<file path="src/hw/rtl/uqsd_pkg.sv">
// package for the url query string decoder
// holds the transaction item types, character and state codes and the hex digit decode
// no dependencies
package uqsd_pkg;

  localparam logic [7:0] CH_QUERY = 8'h3f;
  localparam logic [7:0] CH_AMP   = 8'h26;
  localparam logic [7:0] CH_EQ    = 8'h3d;
  localparam logic [7:0] CH_PCT   = 8'h25;
  localparam logic [7:0] CH_PLUS  = 8'h2b;
  localparam logic [7:0] CH_SPACE = 8'h20;

  localparam logic [1:0] PH_PATH = 2'd0;
  localparam logic [1:0] PH_KEY0 = 2'd1;
  localparam logic [1:0] PH_VAL  = 2'd2;
  localparam logic [1:0] PH_KEY1 = 2'd3;

  localparam logic [1:0] ESC_NONE = 2'd0;
  localparam logic [1:0] ESC_HIGH = 2'd1;
  localparam logic [1:0] ESC_LOW  = 2'd2;

  localparam logic [1:0] PART_PATH  = 2'd0;
  localparam logic [1:0] PART_KEY   = 2'd1;
  localparam logic [1:0] PART_VALUE = 2'd2;

  typedef struct packed {
    logic [7:0] in_byte;
    logic       last;
  } in_item_t;

  typedef struct packed {
    logic       has_byte;
    logic [7:0] data_byte;
    logic [1:0] part;
    logic       path_done;
    logic       pair_done;
    logic       pair_kept;
    logic       done_res;
    logic       bad_escape;
  } out_item_t;

  typedef struct packed {
    logic       ok;
    logic [3:0] value;
  } hex_t;

  function automatic hex_t hex_digit(input logic [7:0] c);
    hex_t h;
    h.ok    = 1'b0;
    h.value = 4'd0;
    if (c >= 8'h30 && c <= 8'h39) begin
      h.ok    = 1'b1;
      h.value = 4'(c - 8'h30);
    end else if (c >= 8'h61 && c <= 8'h66) begin
      h.ok    = 1'b1;
      h.value = 4'(c - 8'h61 + 8'd10);
    end else if (c >= 8'h41 && c <= 8'h46) begin
      h.ok    = 1'b1;
      h.value = 4'(c - 8'h41 + 8'd10);
    end
    return h;
  endfunction

endpackage

</file>
<file path="src/hw/rtl/uqsd_byte_if.sv">
// input channel of the url query string decoder: one raw target byte per transaction
// valid/ready handshake, no dependencies
interface uqsd_byte_if;
  logic       valid;
  logic       ready;
  logic [7:0] in_byte;
  logic       last;

  modport source(output valid, in_byte, last, input ready);
  modport sink(input valid, in_byte, last, output ready);
endinterface

</file>
<file path="src/hw/rtl/uqsd_result_if.sv">
// result channel of the url query string decoder: one decoded result per transaction
// valid/ready handshake, no dependencies
interface uqsd_result_if;
  logic       valid;
  logic       ready;
  logic       has_byte;
  logic [7:0] data_byte;
  logic [1:0] part;
  logic       path_done;
  logic       pair_done;
  logic       pair_kept;
  logic       done_res;
  logic       bad_escape;

  modport source(output valid, has_byte, data_byte, part, path_done, pair_done, pair_kept,
                 done_res, bad_escape, input ready);
  modport sink(input valid, has_byte, data_byte, part, path_done, pair_done, pair_kept,
               done_res, bad_escape, output ready);
endinterface

</file>
<file path="src/hw/rtl/uqsd_core.sv">
// parser state and single-pass decode of one held byte into at most one result
// depends on uqsd_pkg
module uqsd_core
  import uqsd_pkg::*;
(
  input  logic      clk,
  input  logic      rst,
  input  logic      fire,
  input  in_item_t  item,
  output out_item_t res,
  output logic      res_valid
);

  logic [1:0] phase, phase_next;
  logic [1:0] esc_step, esc_step_next;
  logic [3:0] high_nibble, high_nibble_next;
  logic       delim;
  logic       handled;
  hex_t       hex;
  logic [7:0] b;

  assign b   = item.in_byte;
  assign hex = hex_digit(b);

  always_comb begin
    res              = '0;
    phase_next       = phase;
    esc_step_next    = esc_step;
    high_nibble_next = high_nibble;
    handled          = 1'b0;
    delim            = (b == CH_AMP) || (b == CH_EQ && phase != PH_VAL);
    if (phase == PH_PATH) begin
      if (b == CH_QUERY) begin
        res.path_done = 1'b1;
        phase_next    = PH_KEY0;
      end else begin
        res.has_byte  = 1'b1;
        res.data_byte = b;
      end
    end else begin
      if (esc_step != ESC_NONE) begin
        if (delim) begin
          res.bad_escape = 1'b1;
          esc_step_next  = ESC_NONE;
        end else begin
          handled = 1'b1;
          if (!hex.ok) begin
            res.bad_escape = 1'b1;
            esc_step_next  = ESC_NONE;
          end else if (esc_step == ESC_HIGH) begin
            high_nibble_next = hex.value;
            esc_step_next    = ESC_LOW;
          end else begin
            res.has_byte  = 1'b1;
            res.data_byte = {high_nibble, hex.value};
            res.part      = (phase == PH_VAL) ? PART_VALUE : PART_KEY;
            esc_step_next = ESC_NONE;
          end
        end
      end
      if (!handled) begin
        if (b == CH_AMP) begin
          res.pair_done = 1'b1;
          res.pair_kept = (phase == PH_VAL);
          phase_next    = PH_KEY0;
        end else if (b == CH_EQ && phase != PH_VAL) begin
          phase_next = PH_VAL;
        end else begin
          if (phase == PH_KEY0) begin
            phase_next = PH_KEY1;
          end
          if (b == CH_PCT) begin
            esc_step_next = ESC_HIGH;
          end else begin
            res.has_byte  = 1'b1;
            res.data_byte = (b == CH_PLUS) ? CH_SPACE : b;
            res.part      = (phase == PH_VAL) ? PART_VALUE : PART_KEY;
          end
        end
      end
    end

    if (item.last) begin
      if (phase_next != PH_PATH) begin
        if (esc_step_next != ESC_NONE) begin
          res.bad_escape = 1'b1;
        end
        if (phase_next != PH_KEY0) begin
          res.pair_done = 1'b1;
          res.pair_kept = (phase_next == PH_VAL);
        end
      end
      res.done_res     = 1'b1;
      phase_next       = PH_PATH;
      esc_step_next    = ESC_NONE;
      high_nibble_next = 4'd0;
    end
  end

  assign res_valid = res.has_byte | res.path_done | res.pair_done | res.done_res |
                     res.bad_escape;

  always_ff @(posedge clk) begin
    if (rst) begin
      phase       <= PH_PATH;
      esc_step    <= ESC_NONE;
      high_nibble <= 4'd0;
    end else if (fire) begin
      phase       <= phase_next;
      esc_step    <= esc_step_next;
      high_nibble <= high_nibble_next;
    end
  end

  a_esc_only_in_query: assert property (@(posedge clk) disable iff (rst)
    esc_step != ESC_NONE |-> phase != PH_PATH)
    else $error("escape pending in path phase");

  a_last_resets: assert property (@(posedge clk) disable iff (rst)
    fire && item.last |=> phase == PH_PATH && esc_step == ESC_NONE && high_nibble == 4'd0)
    else $error("state not cleared after last byte");

  a_part_tag: assert property (@(posedge clk) disable iff (rst)
    fire && res.has_byte && phase != PH_PATH |-> res.part != PART_PATH)
    else $error("query byte tagged as path");

  a_kept_needs_done: assert property (@(posedge clk) disable iff (rst)
    fire && res.pair_kept |-> res.pair_done && phase != PH_PATH)
    else $error("pair kept without pair end");

endmodule

</file>
<file path="src/hw/rtl/url_query_string_decoder.sv">
// top level of the url query string decoder: input register, decode core, result register
// depends on uqsd_pkg, uqsd_byte_if, uqsd_result_if and uqsd_core
// The block takes one request target byte per transaction. It can accept a new byte in every
// cycle while results are taken as they come. The input stalls only while the result register
// holds a result that has not been taken. A byte waits in the input register until the core
// decodes it; any result is then registered in the result register and offered on the result
// channel until it is taken. Bytes before the first '?' come out
// raw as path bytes. After it, key and value bytes come out decoded ('+' to space, '%' and two
// hex digits to one byte) with their part tag. A pair ends on '&' or on the last byte, with a
// kept flag when an '=' was seen. A bad or truncated escape raises bad_escape. Bytes that
// produce nothing (the '=', a '%' or a high hex digit) give no result transaction. After the
// last byte the parser returns to the path phase.
module url_query_string_decoder
  import uqsd_pkg::*;
(
  input logic          clk,
  input logic          rst,
  uqsd_byte_if.sink    byte_ch,
  uqsd_result_if.source result_ch
);

  logic      in_valid;
  in_item_t  in_item;
  logic      out_valid;
  out_item_t out_item;
  logic      out_free;
  logic      fire;
  out_item_t res;
  logic      res_valid;

  assign out_free      = !out_valid || result_ch.ready;
  assign fire          = in_valid && out_free;
  assign byte_ch.ready = !in_valid || fire;

  uqsd_core u_core (
    .clk       (clk),
    .rst       (rst),
    .fire      (fire),
    .item      (in_item),
    .res       (res),
    .res_valid (res_valid)
  );

  always_ff @(posedge clk) begin
    if (rst) begin
      in_valid <= 1'b0;
    end else if (byte_ch.valid && byte_ch.ready) begin
      in_valid <= 1'b1;
    end else if (fire) begin
      in_valid <= 1'b0;
    end
  end

  always_ff @(posedge clk) begin
    if (byte_ch.valid && byte_ch.ready) begin
      in_item.in_byte <= byte_ch.in_byte;
      in_item.last    <= byte_ch.last;
    end
  end

  always_ff @(posedge clk) begin
    if (rst) begin
      out_valid <= 1'b0;
    end else if (fire && res_valid) begin
      out_valid <= 1'b1;
    end else if (result_ch.ready) begin
      out_valid <= 1'b0;
    end
  end

  always_ff @(posedge clk) begin
    if (fire && res_valid) begin
      out_item <= res;
    end
  end

  assign result_ch.valid      = out_valid;
  assign result_ch.has_byte   = out_item.has_byte;
  assign result_ch.data_byte  = out_item.data_byte;
  assign result_ch.part       = out_item.part;
  assign result_ch.path_done  = out_item.path_done;
  assign result_ch.pair_done  = out_item.pair_done;
  assign result_ch.pair_kept  = out_item.pair_kept;
  assign result_ch.done_res   = out_item.done_res;
  assign result_ch.bad_escape = out_item.bad_escape;

endmodule
</file>
<file path="src/flat_wrapper.sv">
// flat-port wrapper written by rule: the top's interface ports become plain ports
module url_query_string_decoder_flat import uqsd_pkg::*;
  (clk, rst, byte_ch_valid, byte_ch_in_byte, byte_ch_last, byte_ch_ready, result_ch_valid, result_ch_has_byte, result_ch_data_byte, result_ch_part, result_ch_path_done, result_ch_pair_done, result_ch_pair_kept, result_ch_done_res, result_ch_bad_escape, result_ch_ready);
  uqsd_byte_if byte_ch_i ();
  uqsd_result_if result_ch_i ();
  input logic clk;
  input logic rst;
  input wire logic [$bits(byte_ch_i.valid)-1:0] byte_ch_valid;
  input wire logic [$bits(byte_ch_i.in_byte)-1:0] byte_ch_in_byte;
  input wire logic [$bits(byte_ch_i.last)-1:0] byte_ch_last;
  output wire logic [$bits(byte_ch_i.ready)-1:0] byte_ch_ready;
  output wire logic [$bits(result_ch_i.valid)-1:0] result_ch_valid;
  output wire logic [$bits(result_ch_i.has_byte)-1:0] result_ch_has_byte;
  output wire logic [$bits(result_ch_i.data_byte)-1:0] result_ch_data_byte;
  output wire logic [$bits(result_ch_i.part)-1:0] result_ch_part;
  output wire logic [$bits(result_ch_i.path_done)-1:0] result_ch_path_done;
  output wire logic [$bits(result_ch_i.pair_done)-1:0] result_ch_pair_done;
  output wire logic [$bits(result_ch_i.pair_kept)-1:0] result_ch_pair_kept;
  output wire logic [$bits(result_ch_i.done_res)-1:0] result_ch_done_res;
  output wire logic [$bits(result_ch_i.bad_escape)-1:0] result_ch_bad_escape;
  input wire logic [$bits(result_ch_i.ready)-1:0] result_ch_ready;
  assign byte_ch_i.valid = byte_ch_valid;
  assign byte_ch_i.in_byte = byte_ch_in_byte;
  assign byte_ch_i.last = byte_ch_last;
  assign byte_ch_ready = byte_ch_i.ready;
  assign result_ch_valid = result_ch_i.valid;
  assign result_ch_has_byte = result_ch_i.has_byte;
  assign result_ch_data_byte = result_ch_i.data_byte;
  assign result_ch_part = result_ch_i.part;
  assign result_ch_path_done = result_ch_i.path_done;
  assign result_ch_pair_done = result_ch_i.pair_done;
  assign result_ch_pair_kept = result_ch_i.pair_kept;
  assign result_ch_done_res = result_ch_i.done_res;
  assign result_ch_bad_escape = result_ch_i.bad_escape;
  assign result_ch_i.ready = result_ch_ready;
  url_query_string_decoder u_core (.clk(clk), .rst(rst), .byte_ch(byte_ch_i), .result_ch(result_ch_i));
endmodule
</file>
<file path="config.mk">
export PLATFORM = sky130hd
export DESIGN_NAME = url_query_string_decoder_flat
export DESIGN_NICKNAME = d
export VERILOG_FILES = /design/src/hw/rtl/uqsd_pkg.sv /design/src/hw/rtl/uqsd_byte_if.sv /design/src/hw/rtl/uqsd_result_if.sv /design/src/hw/rtl/uqsd_core.sv /design/src/hw/rtl/url_query_string_decoder.sv /design/src/flat_wrapper.sv
export SDC_FILE = /design/constraint.sdc
export NUM_CORES = 1
export LEC_CHECK = 0
export BUFFER_PORTS_ARGS = -buffer_cell sky130_fd_sc_hd__buf_4
export CAP_MARGIN = 20
export CORE_ASPECT_RATIO = 1.25
export CORE_MARGIN = 2
export CORE_UTILIZATION = 50
export DETAILED_ROUTE_END_ITERATION = 10
export PLACE_DENSITY = 0.78
export REMOVE_ABC_BUFFERS = 1
export SKIP_LAST_GASP = 1
export SYNTH_ARGS = -nofsm -noshare
export SYNTH_HDL_FRONTEND = slang
export SYNTH_SLANG_ARGS = --single-unit
</file>
<file path="constraint.sdc">
create_clock -name clk -period 2.7 [get_ports clk]
set_clock_uncertainty 0.2 [all_clocks]
set_input_delay 0.27 -clock clk [delete_from_list [all_inputs] [get_ports clk]]
set_output_delay 0.27 -clock clk [all_outputs]
set_load 0.02 [all_outputs]
</file>
==> results of run 1 <==
[final timing paths]
path | start | to | slack (ns) | cells after the start
worst min register to register | u_core.u_core.high_nibble[1]$_SDFFE_PP0P_ | u_core.u_core.high_nibble[1]$_SDFFE_PP0P_ | 0.30 | 2
worst max-delay path | u_core.in_item[2]$_DFFE_PP_ | u_core.result_ch.data_byte[7]$_DFFE_PP_ | 0.15 | 8
worst min-delay path | byte_ch_valid | u_core.in_valid$_SDFFE_PP0P_ | 0.008 | 3
worst max register to register | u_core.in_item[2]$_DFFE_PP_ | u_core.result_ch.data_byte[7]$_DFFE_PP_ | 0.15 | 8
[per-stage QoR]
stage,util,std cells
floorplan,-,162
global placement,0.5922,234
detailed placement,0.5922,234
CTS,0.6514,251
global route,0.6581,253
finish,0.6581,253
[layout make-up]
class	instances	area share
Tap cell	39	0.02110
Timing Repair Buffer	44	0.1526
Clock buffer	6	0.03571
Multi-Input combinational cell	123	0.3577
Inverter	4	0.006493
Sequential cell	35	0.4113
Clock inverter	2	0.01515
[critical path, stage by stage (launching register included)]
cell and delay, ns:
edfxtp_1 0.47, inv_1 0.16, ha_2 0.28, nor3b_1 0.08
nor4bb_2 0.37, a21oi_2 0.16, a21oi_1 0.25, a21oi_1 0.11
buf_4 0.21
[timing repair]
| action | 4_1_cts | 5_1_grt |
|---|---|---|
| setup buffers | 0 | 2 |
| endpoints found under the setup margin | 0 | 18 |
| hold buffers | 9 | 0 |
| gates resized for setup | 0 | 2 |
| hold endpoints to repair | 9 | 0 |
[flip-flops by register name, indices dropped and copies added (netlist names), 2 cells and up]
name,flops
u_core.in_item,9
u_core.result_ch.data_byte,8
u_core.result_ch.part,2
u_core.u_core.esc_step,2
u_core.u_core.high_nibble,4
u_core.u_core.phase,2
[cell families after synthesis]
family,Yosys count
AOI/OAI and AO/OA,51
muxes,1
adders and majority gates,4
and+or+nand+nor,67
DFF,35
buffers and inverters,11
[placed cells by master (no fill, tap or decap), types with 4 or more instances in the layout]
master and instances:
o21ai_0 8, nand2b_1 6, dfxtp_1 10, nor2_1 12, a21oi_1 13, nand2_1 16, nand3_1 8, o22ai_1 7
clkbuf_8 6, buf_4 35, edfxtp_1 25, inv_1 4, dlygate4sd3_1 9, a22o_1 4
[synthesized netlist by cell type, drive strengths merged (2+ instances only)]
library cell and n:
ha 4, nand3 8, inv 4, o21bai 2, a31oi 4, a22o 4, nor3 2, a21oi 15
clkbuf 2, nor3b 2, nand4 3, edfxtp 25, a22oi 2, buf 5, nand2 17, and2 4
o21ai 9, nor2 15, nor4b 2, nor2b 2, o22ai 7, nand2b 6, dfxtp 10
[report_power, final]
part	internal (mW)	total [mW]	leakage (nW)	switching [mW]
Combinational	0.0609	0.127	0.484	0.0657
Clock	0.299	0.486	0.0612	0.187
Sequential	0.598	0.616	0.314	0.0188
[routing by layer]
layer / wire (um) / part of all wire
met5: 0 / 0
met4: 103 / 0.025
met3: 303 / 0.075
met2: 2094 / 0.52
met1: 1549 / 0.38
==> run metrics, run 1 <==
post-route minimum period=2.545 ns; Pwr Total=1.229 mW; EDFF count, synth=25; most used flip-flop cell after synthesis=edfxtp_1; TritonCTS clock tree=yes; vias per inst=5.957; hold_ws=0.008206 ns; MaxCap Viol Count=0; Syn. warnings=0; die width=a little under 60 um; Worst-path clk slew=0.07 ns; maximum vdd drop=478.6 uV; drt wl/cell=16.01 um; GRT met3 Usage=0.05235; post-place instance area=2081 um^2; Congestion Overflow GR=0; DPL Wire Length=2938 um; Initial Util=0.5246; Post-Syn Instances=169; post-synth cell types=just under 50; total CTS buffers=5; endpoints failing hold=0; final antenna-violating net count=0; layout cells sized above 1=0.2710; Clock Sinks=35; die area=approximately 4200 um^2; Slew @ Worst Pin=0.3869 ns; mux cell area share after synthesis=0.005431; top-area cell type share of the netlist area=0.4073; mapped cell area=1843 um^2; CTS max path bufs=2; FMAX=0.3929 GHz; Worst Path Arrival=2.38 ns; Final setup violation count=0; Post-synth ARST share=0; pre-CTS WS=0.05846 ns; Worst setup SP type=flop; largest cells by area after synthesis=edfxtp_1 (41%), dfxtp_1 (11%), a21oi_1 (3.5%); clock latency on the worst-skew pair=0.29 ns; Slew headroom=0.7421; Die Height=71.88 um; design area=2312 um^2; final worst path period share=0.9427; vias in the first global route=1480; GP Congestion=0.9674; fillers=277; Post-Synth XOR/XNOR Area=0; largest net degree at the start of global routing=17; Iteration-0 DRC Markers=69; H-tree levels=2; most used routing layer=met2; Final Slew Violations=0; grt met2 use=0.3633; crit end category=flop; Yosys reg bits=35; IO Port Bufs=30; Routed WL=between 4000 and 5000 um; LEAKAGE=0.8590 nW; largest family of logic cells by synthesized area=simple AND/OR/NAND/NOR gates; # diodes=0; adder-cell share of the synthesized area=0.02716; status=finished clean; Multi-input gate area=827.0 um^2; initial antenna violation count=0; I/O pin cnt=31; CTS root buffer=clkbuf_8; GRT Util Overall=0.2127; FF/Latch Area=roughly 950 um^2; std cell rows=24; DRC Markers=0; pwr dens=531.3 nW/um^2; fraction of the mapped netlist area in compound gates=0.1935; first-pass GRT wire length=6679 um; Max FO, Critical Path=16; via count=1507; layout net count=230; Avg Inst Size Synth=10.91 um^2; simple-gate share of the synthesized area=0.2179; Core Footprint=3513 um^2; Total Neg Setup Slack=0 ns; Synth area leader=edfxtp_1; TritonRoute pass-1 iters=4; HP Class=input pin to flop; Seq/Total Area, Yosys=0.5160; crit path setup slack, layout=0.1547 ns; Worst EP required=2.54 ns; grt met1 use=0.2456; crit path kind=flop to flop; synthesis-to-finish area growth=25.46%
(Power assumes the default switching activity.)
==> run 2, diff against run 1 <==
- GPL_TIMING_DRIVEN: unset -> 0
==> run 2 against run 1 <==
Net effect: wire length fell by 2.6%; cell area fell by 1.6%; via count fell by 0.93%; hold slack improved by 0.033 ns; total power fell by 10%; combinational power barely moved; largest cell class unchanged; largest power group unchanged; highest routed layer unchanged.
==> run metrics, run 2 (synthesis gave the netlist of run 1 again) <==
status=finished clean; Min-Delay Endpoint=u_core.u_core.esc_step[1]$_SDFFE_PP0P_; DRC Markers=0; Clock Sinks=35; layout net count=230; combinational cell fraction of total power=0.115; maximum vdd drop=452.3 uV; TritonCTS clock tree=yes; Worst setup SP type=flop; slowest stage cell, crit path=edfxtp_1; Buf+Inv Stages, Crit Path=3; Slew @ Worst Pin=0.5286 ns; HP Class=input pin to flop; I/O pin cnt=31; WHS Path Cells=2; Worst Path Arrival=~2.4 ns; GP Congestion=0.9890; Final setup violation count=0; sw power=between 200 and 300 uW; most frequent cells in the layout=buf_4 (34), edfxtp_1 (25), nand2_1 (16); crit path cell chain=inv_1 -> ha_2 -> nor3b_1 -> nor4bb_1 -> buf_4 -> a21oi_2 -> a21oi_1 -> a21oi_2 -> buf_4; Worst-path clk slew=around 0.060 ns; final worst path period share=0.9472; Initial Util=0.5246; initial antenna violation count=0; vias per inst=5.901; clock latency on the worst-skew pair=0.29 ns; IO Port Bufs=30; LEAKAGE=around 0.84 nW; Final Slew Violations=0; Die Height=71.88 um; Worst EP required=2.54 ns; GRT Util Overall=0.2084; Max FO, Critical Path=12; Pwr Total=1.101 mW; largest net degree at the start of global routing=13; CTS max path bufs=2; CTS root buffer=clkbuf_8; post-route minimum period=between 2 and 3 ns; Multi-input gate area=824.5 um^2; Internal Power=840.5 uW; hold_ws=0.04100 ns; TritonRoute pass-1 iters=4; endpoints failing hold=0; Reg2Reg Depth=9; std cell rows=24; non-filler cells in the finished layout=~250; max reg flops=9; Net Sw Frac=0.2368; layout cells sized above 1=0.2570; vias in the first global route=1414; Max stage delay on crit path=0.47 ns; die area=4191 um^2; Top reg by flops=u_core.in_item; Crit. path cell count=9; synthesis-to-finish area growth=23.49%; FF/Latch Area=950.9 um^2; die width=roughly 58 um; Core Footprint=3513 um^2; Iteration-0 DRC Markers=64; total CTS buffers=5; Hold Startpoint=rst; Worst R2R End=u_core.result_ch.data_byte[5]$_DFFE_PP_; crit path kind=flop to flop; commonest non-fill, non-tap cell in the layout=buf_4; CP top delay family=buffers and inverters; Congestion Overflow GR=0; crit end category=flop; sequential share of power=0.560; first-pass GRT wire length=6534 um; reg2reg setup slack=between 0.1 and 0.15 ns; worst flop-to-flop path startpoint=u_core.in_item[2]$_DFFE_PP_; H-tree levels=2; final antenna-violating net count=0; Placed Instances=232; Slew headroom=0.6476; MaxCap Viol Count=0; DPL Wire Length=2852 um; drt wl/cell=15.59 um; # diodes=0; FMAX=0.3910 GHz; Routed WL=3944 um; fillers=278; via count=around 1.5k; RSZ-0062 raised after global routing=no; clock network fraction of design power=0.325; pwr dens=483.9 nW/um^2
[run 2: cell types whose count changed in the layout (fill, tap and decap cells not counted), sizes merged]
cell	before	now
bufinv	1	0
clkbuf	6	7
dlygate4sd3	9	10
buf	35	34
[run 2: layer usage]
metal / global-route usage / up-vias / part of all wire
met2: 0.3608 / 76 / 0.52
met4: 0.09044 / 0 / 0.015
met1: 0.2450 / 684 / 0.39
met3: 0.04332 / 6 / 0.069
li1: - / 727 / -
met5: 0 / - / 0
[run 2: worst max-delay path by stage]
stage,startpoint,end,slack [ns]
floorplan,u_core.in_item[1]$_DFFE_PP_,u_core.result_ch.bad_escape$_DFFE_PP_,-0.15
global placement,u_core.in_item[2]$_DFFE_PP_,u_core.result_ch.data_byte[1]$_DFFE_PP_,-0.66
detailed placement,u_core.in_item[2]$_DFFE_PP_,u_core.result_ch.data_byte[3]$_DFFE_PP_,-0.26
CTS,u_core.in_item[2]$_DFFE_PP_,u_core.result_ch.data_byte[2]$_DFFE_PP_,0.12
global route,u_core.in_item[2]$_DFFE_PP_,u_core.result_ch.data_byte[1]$_DFFE_PP_,0.01
finish,u_core.in_item[2]$_DFFE_PP_,u_core.result_ch.data_byte[5]$_DFFE_PP_,0.14
[run 2: area by class of cell]
type	count	area share
Multi-Input combinational cell	123	0.3623
Tap cell	39	0.02144
Timing Repair Buffer	44	0.1561
Clock inverter	1	0.002199
Clock buffer	7	0.03353
Sequential cell	35	0.4178
Inverter	4	0.006597
[run 2: what timing repair did]
item	4_1_cts	5_1_grt
endpoints found under the hold margin	10	0
resized for setup	1	1
pin swaps	3	0
setup endpoints to repair	16	16
setup buffers	3	0
hold buffers	10	0
[run 2: stage by stage]
| step | setup WS (ns) | cell area (um^2) | util | setup TNS, ns |
|---|---|---|---|---|
| 6_report | 0.1425 | 2276 | 0.6478 | 0 |
| 5_1_grt | 0.009714 | 2276 | 0.6478 | 0 |
| 4_1_cts | 0.1189 | 2273 | 0.6471 | 0 |
| 3_5_place_dp | -0.2579 | 2066 | 0.5880 | -3.166 |
| 3_3_place_gp | -0.6648 | 2058 | 0.5858 | -10.63 |
| 2_1_floorplan | -0.1501 | 1784 | - | -2.401 |
[run 2: power by group through the flow]
| stage | Combinational [mW] | Clock [mW] | Sequential [mW] |
|---|---|---|---|
| final | 0.127 | 0.357 | 0.617 |
| after global routing | 0.138 | 0.383 | 0.619 |
| after CTS | 0.126 | 0.363 | 0.616 |
| after detailed placement | 0.111 | 0 | 0.628 |
| after global placement | 0.108 | 0 | 0.628 |
| after floorplan | 0.0524 | 0 | 0.638 |
==> run 3, diff against run 2 <==
- CORE_ASPECT_RATIO: 1.25 -> 0.6
==> run 3 against run 2 <==
Net effect: combinational power hardly changed; largest power group unchanged; via count is 2.8% lower; cell count is 1.6% higher; non-clock buffer count is 4 lower; wire length is 5.3% higher; clock-buffer cell count is 2 lower; clock power is 4% higher; die area is 0.30% higher; first-iteration DRC count is 88% higher; core utilization is 1.0 points lower; total power is 1.4% higher; cell area is 0.66% higher.
==> run metrics, run 3 (synthesis gave the netlist of run 1 again) <==
status=finished clean; Slew headroom=0.6482; synthesis-to-finish area growth=24.30%; total CTS buffers=5; design area=2291 um^2; Clock Sinks=35; clock latency on the worst-skew pair=0.29 ns; endpoints failing hold=0; GRT met3 Usage=0.05124; Max FO, Critical Path=16; H-tree levels=2; initial antenna violation count=0; Net Sw Frac=0.2494; grt met1 use=0.3352; most frequent cells in the layout=buf_4 (30), edfxtp_1 (25), nand2_1 (16); Congestion Overflow GR=0; reg2reg setup slack=0.17 ns; Core Footprint=3595 um^2; via count=1451; TritonRoute pass-1 iters=4; Initial Util=0.5127; Worst Path Arrival=2.33 ns; clock network fraction of design power=0.332; vias in the first global route=1393; CTS root buffer=clkbuf_8; Critical Path Most Common Cell=a21oi_2; Iteration-0 DRC Markers=120; HP Class=input pin to flop; most used routing layer=met1; Worst setup SP type=flop; final worst path period share=0.9384; hold_ws=0.009617 ns; maximum vdd drop=336.1 uV; Min-Delay Endpoint=u_core.in_valid$_SDFFE_PP0P_; vias per inst=5.646; slowest stage cell, crit path=edfxtp_1; DRC Markers=0; Worst EP required=2.50 ns; post-route minimum period=2.534 ns; FMAX=0.3947 GHz; sw power=278.6 uW; Top reg by flops=u_core.in_item; drt wl/cell=16.16 um; Hold Startpoint=byte_ch_valid; layout net count=226; max reg flops=9; Worst R2R End=u_core.result_ch.data_byte[1]$_DFFE_PP_; MaxCap Viol Count=0; Internal Power=about 840 uW; Buf+Inv Stages, Crit Path=2; first-pass GRT wire length=about 7000 um; GP Congestion=0.8895; WHS Path Cells=3; worst flop-to-flop path startpoint=u_core.in_item[1]$_DFFE_PP_; I/O pin cnt=31; sequential share of power=0.553; RSZ-0062 raised after global routing=no; crit path cell chain=inv_1 -> ha_1 -> nand2_1 -> o2111ai_1 -> a21oi_2 -> a21oi_2 -> a21oi_4 -> buf_12; Final Slew Violations=0; die width=82.38 um; Reg2Reg Depth=8; Die Height=~50 um; IO Port Bufs=30; crit path kind=flop to flop; CTS max path bufs=2; Slew @ Worst Pin=0.5277 ns; grt met2 use=0.3159; crit end category=flop; layout cells sized above 1=0.2667; die area=4203 um^2; post-place instance area=2072 um^2; commonest non-fill, non-tap cell in the layout=buf_4; CP top delay family=compound AO/OA/AOI/OAI gates; # diodes=0; combinational cell fraction of total power=0.115; TritonCTS clock tree=yes; Max stage delay on crit path=0.48 ns; GRT Util Overall=0.2241; LEAKAGE=0.8237 nW; pwr dens=about 490 nW/um^2; DPL Wire Length=3026 um; Final setup violation count=0; Routed WL=approximately 4200 um; largest net degree at the start of global routing=17; Worst-path clk slew=roughly 0.070 ns; std cell rows=17; final antenna-violating net count=0; Total Neg Setup Slack=0 ns
-- run 3: cell types whose count changed in the layout (fill, tap and decap cells not counted), sizes merged --
cell / change
buf: -3
clkbuf: -2
dlygate4sd3: -1
clkinvlp: +2
-- run 3: worst reg2reg max path: stages, from the launching register on --
cell and delay, ns:
edfxtp_1 0.48, inv_1 0.13, ha_1 0.31, nand2_1 0.10, o2111ai_1 0.16, a21oi_2 0.38
a21oi_2 0.15, a21oi_4 0.17, buf_12 0.16
-- run 3: worst max-delay path by stage --
stage	slack [ns]	depth (start not counted)	to	startpoint
6_report	0.17	8	u_core.result_ch.data_byte[1]$_DFFE_PP_	u_core.in_item[1]$_DFFE_PP_
5_1_grt	0.03	8	u_core.result_ch.data_byte[2]$_DFFE_PP_	u_core.in_item[1]$_DFFE_PP_
4_1_cts	0.01	8	u_core.result_ch.data_byte[0]$_DFFE_PP_	u_core.in_item[2]$_DFFE_PP_
3_5_place_dp	-0.29	7	u_core.result_ch.data_byte[0]$_DFFE_PP_	u_core.in_item[1]$_DFFE_PP_
3_3_place_gp	-0.71	7	u_core.result_ch.data_byte[2]$_DFFE_PP_	u_core.in_item[1]$_DFFE_PP_
2_1_floorplan	-0.15	7	u_core.result_ch.bad_escape$_DFFE_PP_	u_core.in_item[1]$_DFFE_PP_
-- run 3: power by group through the flow --
stage | logic, mW | registers (mW) | clock network [mW]
floorplan | 0.0524 | 0.638 | 0
global placement | 0.109 | 0.628 | 0
detailed placement | 0.111 | 0.629 | 0
CTS | 0.127 | 0.617 | 0.381
finish | 0.129 | 0.617 | 0.371
global route | 0.139 | 0.619 | 0.408
-- run 3: layer usage --
metal  share of wire  up-vias
met5               0        -
met4          0.0024        0
met3           0.068        2
met2            0.45       59
met1            0.48      664
li1                -      726
-- run 3: repair_timing --
| action | in CTS | in global routing |
|---|---|---|
| buffers inserted | 1 | 0 |
| hold endpoints to repair | 9 | 0 |
| gates resized for setup | 1 | 3 |
| hold buffers | 9 | 0 |
| endpoints found under the setup margin | 16 | 21 |
| pin swaps | 1 | 0 |
-- run 3: stage by stage --
step	power (mW)	util	instances	setup WS (ns)
after floorplan	0.6906	-	162	-0.1501
after global placement	0.7378	0.5754	239	-0.7130
after detailed placement	0.7403	0.5764	239	-0.2857
after CTS	1.125	0.6338	257	0.01398
after global routing	1.167	0.6373	257	0.03212
final	1.117	0.6373	257	0.1664
-- run 3: area by class of cell --
type	instances	area, um^2
fillers	302	1304
flip-flops and latches	35	950.9
multi-input cells	123	842.1
repair buffers	40	335.3
clock buffers	5	68.82
well taps	47	58.81
clock inverters	3	20.02
inverters	4	15.01
